[config.mk]
export PLATFORM = sky130hd
export DESIGN_NAME = triangular_index_to_row_col_unit
export DESIGN_NICKNAME = d
export VERILOG_FILES = /design/src/sv/tri_rc_pkg.sv /design/src/sv/tri_rc_front.sv /design/src/sv/tri_rc_step.sv /design/src/sv/tri_rc_back.sv /design/src/sv/triangular_index_to_row_col_unit.sv
export SDC_FILE = /design/constraint.sdc
export NUM_CORES = 2
export LEC_CHECK = 0
export BUFFER_PORTS_ARGS = -buffer_cell sky130_fd_sc_hd__clkbuf_2
export CAP_MARGIN = 15
export CORE_UTILIZATION = 45
export DETAILED_ROUTE_END_ITERATION = 8
export GPL_TIMING_DRIVEN = 0
export PLACE_DENSITY = 0.62
export SYNTH_ARGS = -nofsm -noshare
export SYNTH_HDL_FRONTEND = slang
export SYNTH_SLANG_ARGS = --single-unit
[constraint.sdc]
create_clock -name clk -period 23.6 [get_ports clk]
set_input_delay 4.72 -clock clk [delete_from_list [all_inputs] [get_ports clk]]
set_output_delay 4.72 -clock clk [all_outputs]
set_load 0.02 [all_outputs]
[src/sv/tri_rc_pkg.sv]
// ----------------------------------------------------------------------------
// tri_rc_pkg
// Shared widths and the pipeline word type for the triangular index unit.
// ----------------------------------------------------------------------------
package tri_rc_pkg;

  // linear index width
  localparam int IDX_W  = 20;
  // matrix size register width, also holds any column or row number
  localparam int SIZE_W = 11;
  // width of the row and column result ports
  localparam int OUT_W  = 10;
  // width of a column start index or of the element count
  localparam int SUM_W  = 21;
  // largest size the size register can hold
  localparam int SIZE_MAX = 2047;

  // one word moving down the pipeline
  typedef struct packed {
    logic              valid;
    logic              err;
    logic [IDX_W-1:0]  idx;
    logic [SIZE_W-1:0] n;
    logic [SIZE_W-1:0] col;
    logic [SUM_W-1:0]  start;
  } item_t;

endpackage

[src/sv/tri_rc_front.sv]
// ----------------------------------------------------------------------------
// tri_rc_front
// Size register, element count, and the entry stage with the range check.
// ----------------------------------------------------------------------------
module tri_rc_front
  import tri_rc_pkg::*;
#(
  parameter int MAX_ROWS = 1024
) (
  input  logic              clk,
  input  logic              rst,
  input  logic              cfg_wr_en,
  input  logic [SIZE_W-1:0] matrix_size,
  input  logic              accept,
  input  logic [IDX_W-1:0]  linear_index,
  output item_t             item
);

  localparam int SAT = (MAX_ROWS < SIZE_MAX) ? MAX_ROWS : SIZE_MAX;

  logic [SIZE_W-1:0]   size;
  logic [SIZE_W-1:0]   eff_n;
  logic [SUM_W-1:0]    total;
  logic [2*SIZE_W-1:0] pairs;

  // hold the configured size
  always_ff @(posedge clk) begin
    if (rst) begin
      size <= SIZE_W'(2);
    end else if (cfg_wr_en) begin
      size <= matrix_size;
    end
  end

  // saturate the size to the supported row count
  assign eff_n = (size > SIZE_W'(SAT)) ? SIZE_W'(SAT) : size;
  assign pairs = eff_n * (eff_n - SIZE_W'(1));

  // element count of the current size, valid right after a size write
  assign total = (eff_n < SIZE_W'(2)) ? '0 : pairs[SUM_W:1];

  // capture the word and flag indexes past the triangle
  always_ff @(posedge clk) begin
    if (rst) begin
      item.valid <= 1'b0;
    end else begin
      item.valid <= accept;
    end
    item.idx   <= linear_index;
    item.n     <= eff_n;
    item.err   <= ({1'b0, linear_index} >= total);
    item.col   <= '0;
    item.start <= '0;
  end

endmodule

[src/sv/tri_rc_step.sv]
// ----------------------------------------------------------------------------
// tri_rc_step
// One binary search stage: decides one bit of the column number.
// ----------------------------------------------------------------------------
module tri_rc_step
  import tri_rc_pkg::*;
#(
  parameter int BIT = 0
) (
  input  logic  clk,
  input  logic  rst,
  input  item_t in_item,
  output item_t out_item
);

  logic [SIZE_W-1:0]   cand;
  logic [SIZE_W:0]     span;
  logic [2*SIZE_W:0]   prod;
  logic [SUM_W-1:0]    cand_start;
  logic                fits;
  logic                take;

  // trial column with this bit set
  assign cand = in_item.col | (SIZE_W'(1) << BIT);
  // column must be a real one, below n-1
  assign fits = ({1'b0, cand} + (SIZE_W+1)'(1)) < {1'b0, in_item.n};
  // first index of the trial column: cand*(2n-1-cand)/2
  assign span = {in_item.n, 1'b0} - (SIZE_W+1)'(1) - {1'b0, cand};
  assign prod = cand * span;
  assign cand_start = prod[SUM_W:1];
  assign take = fits && (cand_start <= {1'b0, in_item.idx});

  // advance the word, keeping the trial column when it does not pass the index
  always_ff @(posedge clk) begin
    if (rst) begin
      out_item.valid <= 1'b0;
    end else begin
      out_item.valid <= in_item.valid;
    end
    out_item.err <= in_item.err;
    out_item.idx <= in_item.idx;
    out_item.n   <= in_item.n;
    if (take) begin
      out_item.col   <= cand;
      out_item.start <= cand_start;
    end else begin
      out_item.col   <= in_item.col;
      out_item.start <= in_item.start;
    end
  end

endmodule

[src/sv/tri_rc_back.sv]
// ----------------------------------------------------------------------------
// tri_rc_back
// Output stage: forms the row from the found column and drives the result.
// ----------------------------------------------------------------------------
module tri_rc_back
  import tri_rc_pkg::*;
(
  input  logic             clk,
  input  logic             rst,
  input  item_t            in_item,
  output logic             done,
  output logic [OUT_W-1:0] row_index,
  output logic [OUT_W-1:0] col_index,
  output logic             out_of_range
);

  logic [SUM_W-1:0]  offset;
  logic [SIZE_W-1:0] row;

  // row = column + 1 + offset within the column
  assign offset = {1'b0, in_item.idx} - in_item.start;
  assign row    = in_item.col + SIZE_W'(1) + offset[SIZE_W-1:0];

  // drive the result word, zeroed on error
  always_ff @(posedge clk) begin
    if (rst) begin
      done <= 1'b0;
    end else begin
      done <= in_item.valid;
    end
    out_of_range <= in_item.err;
    if (in_item.err) begin
      row_index <= '0;
      col_index <= '0;
    end else begin
      row_index <= row[OUT_W-1:0];
      col_index <= in_item.col[OUT_W-1:0];
    end
  end

  // a valid element lies strictly below the diagonal
  assert property (@(posedge clk) disable iff (rst)
    in_item.valid && !in_item.err |-> row > in_item.col)
    else $error("row not below diagonal");

  // a valid element lies inside the matrix
  assert property (@(posedge clk) disable iff (rst)
    in_item.valid && !in_item.err |-> row < in_item.n)
    else $error("row beyond matrix");

endmodule

[src/sv/triangular_index_to_row_col_unit.sv]
// ----------------------------------------------------------------------------
// triangular_index_to_row_col_unit
// Maps a column-major strictly-lower-triangle index to its row and column.
// ----------------------------------------------------------------------------
// Stages: entry, then the binary search, then output; CW = clog2(min(MAX_ROWS, 2047)) column bits.
// Throughput: one word per cycle outside reset; one pipeline stage per column-number bit,
// each with one multiplier, sets the depth.
// busy is high only during reset; the receiver cannot stall, so done pulses.
// Reset clears all valid bits and sets the matrix size to 2.
// ----------------------------------------------------------------------------
module triangular_index_to_row_col_unit
  import tri_rc_pkg::*;
#(
  parameter int MAX_ROWS = 1024
) (
  input  logic              clk,
  input  logic              rst,
  input  logic              cfg_wr_en,
  input  logic [SIZE_W-1:0] matrix_size,
  input  logic              start,
  output logic              busy,
  input  logic [IDX_W-1:0]  linear_index,
  output logic              done,
  output logic [OUT_W-1:0]  row_index,
  output logic [OUT_W-1:0]  col_index,
  output logic              out_of_range
);

  localparam int EFF_MAX = (MAX_ROWS < SIZE_MAX) ? MAX_ROWS : SIZE_MAX;
  localparam int CW      = $clog2(EFF_MAX);
  localparam int LAT     = CW + 2;

  item_t stage [CW+1];
  logic  accept;

  // take a word in every cycle outside reset
  assign busy   = rst;
  assign accept = start && !busy;

  tri_rc_front #(
    .MAX_ROWS(MAX_ROWS)
  ) u_front (
    .clk          (clk),
    .rst          (rst),
    .cfg_wr_en    (cfg_wr_en),
    .matrix_size  (matrix_size),
    .accept       (accept),
    .linear_index (linear_index),
    .item         (stage[0])
  );

  // search the column number from its top bit down
  for (genvar k = 0; k < CW; k++) begin : g_step
    tri_rc_step #(
      .BIT(CW - 1 - k)
    ) u_step (
      .clk      (clk),
      .rst      (rst),
      .in_item  (stage[k]),
      .out_item (stage[k+1])
    );
  end

  tri_rc_back u_back (
    .clk          (clk),
    .rst          (rst),
    .in_item      (stage[CW]),
    .done         (done),
    .row_index    (row_index),
    .col_index    (col_index),
    .out_of_range (out_of_range)
  );

  // every accepted word comes out after the fixed latency
  assert property (@(posedge clk) disable iff (rst)
    accept |-> ##LAT done)
    else $error("result missing after pipeline latency");

  // no result without a word accepted the fixed latency earlier
  assert property (@(posedge clk) disable iff (rst)
    done && !$past(rst, LAT) |-> $past(accept, LAT))
    else $error("result without accepted word");

  // an out-of-range result carries zero row and column
  assert property (@(posedge clk) disable iff (rst)
    done && out_of_range |-> row_index == '0 && col_index == '0)
    else $error("error result with nonzero position");

endmodule
Word-level counts from Yosys, hierarchy flattened
Index checks and enable logic that the tools add are counted.

Bits in registers: 567. Latch bits: 0. RAM bits: 0. Bits in read-only memories: 0. Bits of input ports: 35. Output and inout bits: 23. Word-level logic and storage cells: 168. Memories: 0.

Add/subtract/negate cells: 33. Multipliers: 10. Divide/modulo/power cells: 0. Magnitude comparators: 23. Equal/unequal tests: 0. Shift-type cells: 0. Multiplexer cells: 12. Bitwise gates (word level): 0. Reduce and logical (&&, ||, !) cells: 12.

Operator list (number): multiplier 10 x 12 -> 22 bit (9); <= comparator 21 x 20 -> 1 bit (9); subtractor 12 x 1 -> 12 bit (second input constant) (10); less-than comparator 12 x 11 -> 1 bit (9); subtractor 12 x 10 -> 12 bit (9); adder 10 x 1 -> 11 bit (second input constant) (9); 2-to-1 mux 10 bit (9); 2-to-1 mux 31 bit (1); multiplier 11 x 22 -> 22 bit (1); >= comparator 20 x 21 -> 1 bit (1); 2-to-1 mux 21 bit (1); <= comparator 20 bit (1); subtractor 11 x 1 -> 12 bit (second input constant) (1); subtractor 12 x 10 -> 12 bit (second input constant) (1); greater-than comparator 11 bit (second input constant) (1); logical AND 1 bit (11); less-than comparator 10 x 11 -> 1 bit (first input constant) (1); less-than comparator 11 x 2 -> 1 bit (second input constant) (1); 2-to-1 mux 11 bit (1); adder 10 x 1 -> 10 bit (second input constant) (1); adder 10 bit (1); subtractor 10 bit (1); zero test 1 bit (1).

Depth between registers and ports, before layout
Depth after elaboration: 6. Mapped depth: 42. Gate-level depth less buffers: 39.

Cells and area by module
A second synthesis with hierarchy kept.

Cells, all modules: 8340. Area total of the unflattened synthesis: 78107.4 sq um.

Modules (own cells, without submodules): tri_rc_step (g_step[3].u_step) (instances 1, cells each 759, area an instance 7159.4 sq um, sequential area each 1301.2 sq um); tri_rc_step (g_step[1].u_step) (instances 1, cells each 773, area an instance 7153.1 sq um, sequential area each 1301.2 sq um); tri_rc_step (g_step[2].u_step) (instances 1, cells each 754, area an instance 7098.1 sq um, sequential area each 1301.2 sq um); tri_rc_step (g_step[4].u_step) (instances 1, cells each 743, area an instance 7095.6 sq um, sequential area each 1301.2 sq um); tri_rc_step (g_step[0].u_step) (instances 1, cells each 749, area an instance 7093.1 sq um, sequential area each 1301.2 sq um); tri_rc_step (g_step[5].u_step) (instances 1, cells each 755, area an instance 7020.5 sq um, sequential area each 1301.2 sq um); tri_rc_step (g_step[7].u_step) (instances 1, cells each 732, area an instance 7013.0 sq um, sequential area each 1301.2 sq um); tri_rc_step (g_step[6].u_step) (instances 1, cells each 746, area an instance 6989.2 sq um, sequential area each 1301.2 sq um); tri_rc_step (g_step[8].u_step) (instances 1, cells each 741, area an instance 6980.4 sq um, sequential area each 1301.2 sq um); tri_rc_step (g_step[9].u_step) (instances 1, cells each 718, area an instance 6757.7 sq um, sequential area each 1301.2 sq um); tri_rc_front (instances 1, cells each 732, area an instance 6501.2 sq um, sequential area each 880.8 sq um); tri_rc_back (instances 1, cells each 136, area an instance 1224.9 sq um, sequential area each 440.4 sq um); triangular_index_to_row_col_unit (instances 1, cells each 2, area an instance 21.3 sq um, sequential area each 0.0 sq um).

Worst setup path after synthesis
Ideal clock, no wire load.

Path kind: input -> output. From: input rst. To: output busy. Data arrival time: 4.854 ns. Data required time: 18.880 ns. Path slack: 14.026 ns. Stages: 1. Buffers on the path: 1. Cell sequence: buf_4.

RTL lines: from (decl) (RTL line triangular_index_to_row_col_unit.sv:17) `input logic rst,`; to (decl) (RTL line triangular_index_to_row_col_unit.sv:21) `output logic busy,`.

No word-level cell between the ends.

Worst setup path in the final report
From: register g_step[8].u_step.out_item[23] (netlist bit). To: register g_step[9].u_step.out_item[1] (netlist bit).

Longest elaborated chain between the ends: 5. Elaborated cells on any way between the ends: 7. Those cells by class: add/sub (2); mul (1); order compare (2); mux (1); reduce/logical (1).

Ends and longest elaborated chain: from (decl) (RTL line tri_rc_step.sv:13) `output item_t out_item`; subtractor 12 x 10 -> 12 bit (RTL line tri_rc_step.sv:28) `assign span = {in_item.n, 1'b0} - (SIZE_W+1)'(1) - {1'b0, cand};`; multiplier 10 x 12 -> 22 bit (RTL line tri_rc_step.sv:29) `assign prod = cand * span;`; <= comparator 21 x 20 -> 1 bit (RTL line tri_rc_step.sv:31) `assign take = fits && (cand_start <= {1'b0, in_item.idx});`; logical AND 1 bit (RTL line tri_rc_step.sv:31); 2-to-1 mux 10 bit * (RTL line tri_rc_step.sv:43) `if (take) begin`; to (decl) (RTL line tri_rc_step.sv:13).

Mark *: on every way between the ends. The rest lies on a longest branch, timed or not. A chain may end at the register's enable or synchronous reset.

==> reports/results.ini <==
[grt]
grt_pass1_vias=33933
grt_pass1_wl_um=178000
grt_max_degree=16
grt_antenna_before_repair=0
grtUsageTotal_pct=21.7
grt_overflow=0

[floorplan]
core_area_sq_um=101000
rows=116
ios=58
die_w_um=321
die_h_um=321
initial_core_util_pct=45.7
dieArea_sq_um=103000

[yosys]
synth_most_common_cell=inv_1
synth_top_area_share_pct=22.5
synth_flop_cell=dfxtp_1
async_reset_ff_share_pct=0
synth.avg_cell_area_sq_um=9.38
ys_types=78
synthTopCellsByCount=inv_1, ha_1, fa_1
synthCells=4895
ys_top_cells_by_area=ha_1, fa_1, dfxtp_1
ys_ff_latch=487
synth_top_cell_by_area=ha_1
synth_warnings=0
seq_area_frac_synth_pct=21.2
synth-edff-count=0
synth_area_sq_um=45900

[setup_path]
crit_arrival_ns=11.39
cpLargestDelayFamily=adder cells
crit_fanout=10
max_stage_delay_ns=0.78
cpMaxStageDelayCell=nor3_1
path_class=flip-flop to flip-flop
worstSetupStartpointType=flip-flop
crit_path_end_kind=flip-flop
worst_path_most_repeated_cell=inv_1
cp.buffers_inverters=8
worst_ep_required_time_ns=24.08

[timing]
fmax_ghz=0.0917
rsz0062_at_grt=no
fin_crit_sh_pct=46.2
slew_viol_final=0
tns_ns=0
tightest_slew_ns=1.20
hold_viol_final=0
slew_headroom_pct=19.4
fin_skew_ns=0.0213
setup_viol=0
min_period_ns=10.91

[route]
finalWirelength_um=108000
drtPass1Iterations=8
drt_iter0_drc=1633
num_vias=32475
postRouteAntennaNets=0
drc=0
post_drt_via_cell_ratio=5.04
wl_per_cell_um=16.7

[final_layout]
insertedDiodeCount=0
syn2layout_area_growth_pct=8.67
final_nets=6394
drive_above_1_share_pct=4.84
fillers=9452
utilization_pct=49.6
fin_area_sq_um=49900

[clock_tree]
post_cts_buffers=0
htree_levels=2
cts.sinks=487
post_cts_resized=0
clk_latency_ns=0.61
tritoncts=yes
cts_hold_buffers=0
ctsLongestPathBuffers=3
cts.clk_slew.worst_paths_ns=0.06
cts_buffers=53
clockRootBuffer=clkbuf_16

[place]
placed_area_sq_um=48000
dp_hpwl_um=91000
port_buffers=57
place_congestion=0.899

[run]
drv_cap=0

[worst_hold_path]
hold_path.class=flip-flop to flip-flop

[outcome]
status=finished, final reports clean

-- state kept, by name (all words and copies together) (netlist names) --
name,flops
g_step.u_step.out_item,421
u_back.col_index,10
u_back.done,1
u_back.out_of_range,1
u_back.row_index,10
u_front.item,33
u_front.size,11
-- placed cells by master (no fill, tap or decap), types with 12 or more instances in the layout --
| cell | instances |
|---|---|
| o21a_1 | 45 |
| nand4_1 | 31 |
| clkbuf_1 | 57 |
| buf_1 | 12 |
| a31oi_1 | 19 |
| and3_1 | 28 |
| nor2b_1 | 51 |
| or3_1 | 21 |
| clkbuf_16 | 53 |
| and2_1 | 131 |
| mux2_2 | 47 |
| xnor2_1 | 149 |
| o211ai_1 | 12 |
| inv_1 | 979 |
| nor4_1 | 13 |
| xor2_1 | 57 |
| nor2_1 | 319 |
| a21o_1 | 76 |
| nand2b_1 | 75 |
| o21ai_0 | 106 |
| fa_1 | 491 |
| nand3_1 | 53 |
| mux2i_1 | 20 |
| o21bai_1 | 18 |
| or2_2 | 13 |
| conb_1 | 34 |
| a21boi_0 | 17 |
| nor3_1 | 65 |
| a211oi_1 | 13 |
| a21oi_1 | 158 |
| clkbuf_2 | 57 |
| ha_1 | 827 |
| dfxtp_1 | 487 |
| nand2_1 | 359 |
-- worst register-to-register path: cells and delay by family (launching register included) --
kind / cells / cell delay [ns]
simple gates: 5 / 1.88
fa+ha+maj: 8 / 3.75
buf+inv: 8 / 1.21
mux: 1 / 0.33
flops: 1 / 0.50
compound gates: 13 / 2.95
xor+xnor: 1 / 0.19
-- per-stage QoR --
stage / cells / setup slack (ns) / hold WS [ns]
3_5_place_dp: 6341 / 12.84 / 0.312
3_3_place_gp: 6341 / 12.86 / 0.310
6_report: 6442 / 12.69 / 0.322
4_1_cts: 6440 / 12.76 / 0.315
5_1_grt: 6442 / 12.04 / 0.332
2_1_floorplan: 4927 / 14.03 / 0.310
-- layout make-up --
cell class | count | area, sq um | share of cell area (%)
flip-flops and latches | 487 | 9750 | 19.5
well taps | 1357 | 1700 | 3.40
inverters | 983 | 3690 | 7.39
repair buffers | 59 | 300 | 0.602
plain buffers | 70 | 275 | 0.552
clock inverters | 36 | 418 | 0.837
clock buffers | 63 | 1440 | 2.89
multi-input cells | 3387 | 32300 | 64.8
-- cells by family (layout without fill, tap and decap cells) --
group                      after synthesis  after routing  synth area share (%)
xor gates and xnor gates               206            206                  3.93
adders and majority gates             1318           1318                  43.9
muxes                                   75             75                  1.85
and+or+nand+nor                       1202           1202                  12.6
DFF                                    487            487                  21.2
other                                    2             34                0.0164
AOI/OAI and AO/OA                      552            552                  7.83
buffers and inverters                 1053           1211                  8.63
-- layer usage --
layer  routed length, um  up-vias  global-route usage, %  part of all wire (%)
met1               50100    15576                   29.6                    46
met4                2800        0                   5.70                   2.6
li1                    -    15997                      -                     -
met3                6070      161                   3.79                   5.6
met5                   0        -                      0                     0
met2               48900      741                   35.3                    45
-- worst paths after layout --
path | startpoint | endpoint | slack [ns] | cells past startpoint
worst min-delay path | g_step[5].u_step.out_item[63] | g_step[6].u_step.out_item[63] | 0.32 | 0
worst max register to register | g_step[8].u_step.out_item[23] | g_step[9].u_step.out_item[1] | 12.69 | 36
worst min register to register | g_step[5].u_step.out_item[63] | g_step[6].u_step.out_item[63] | 0.32 | 0
worst max-delay path | g_step[8].u_step.out_item[23] | g_step[9].u_step.out_item[1] | 12.69 | 36
Power is left out: the tool's default activity adds up to more than one toggle a clock period on the data nets, which glitch-free logic cannot reach.
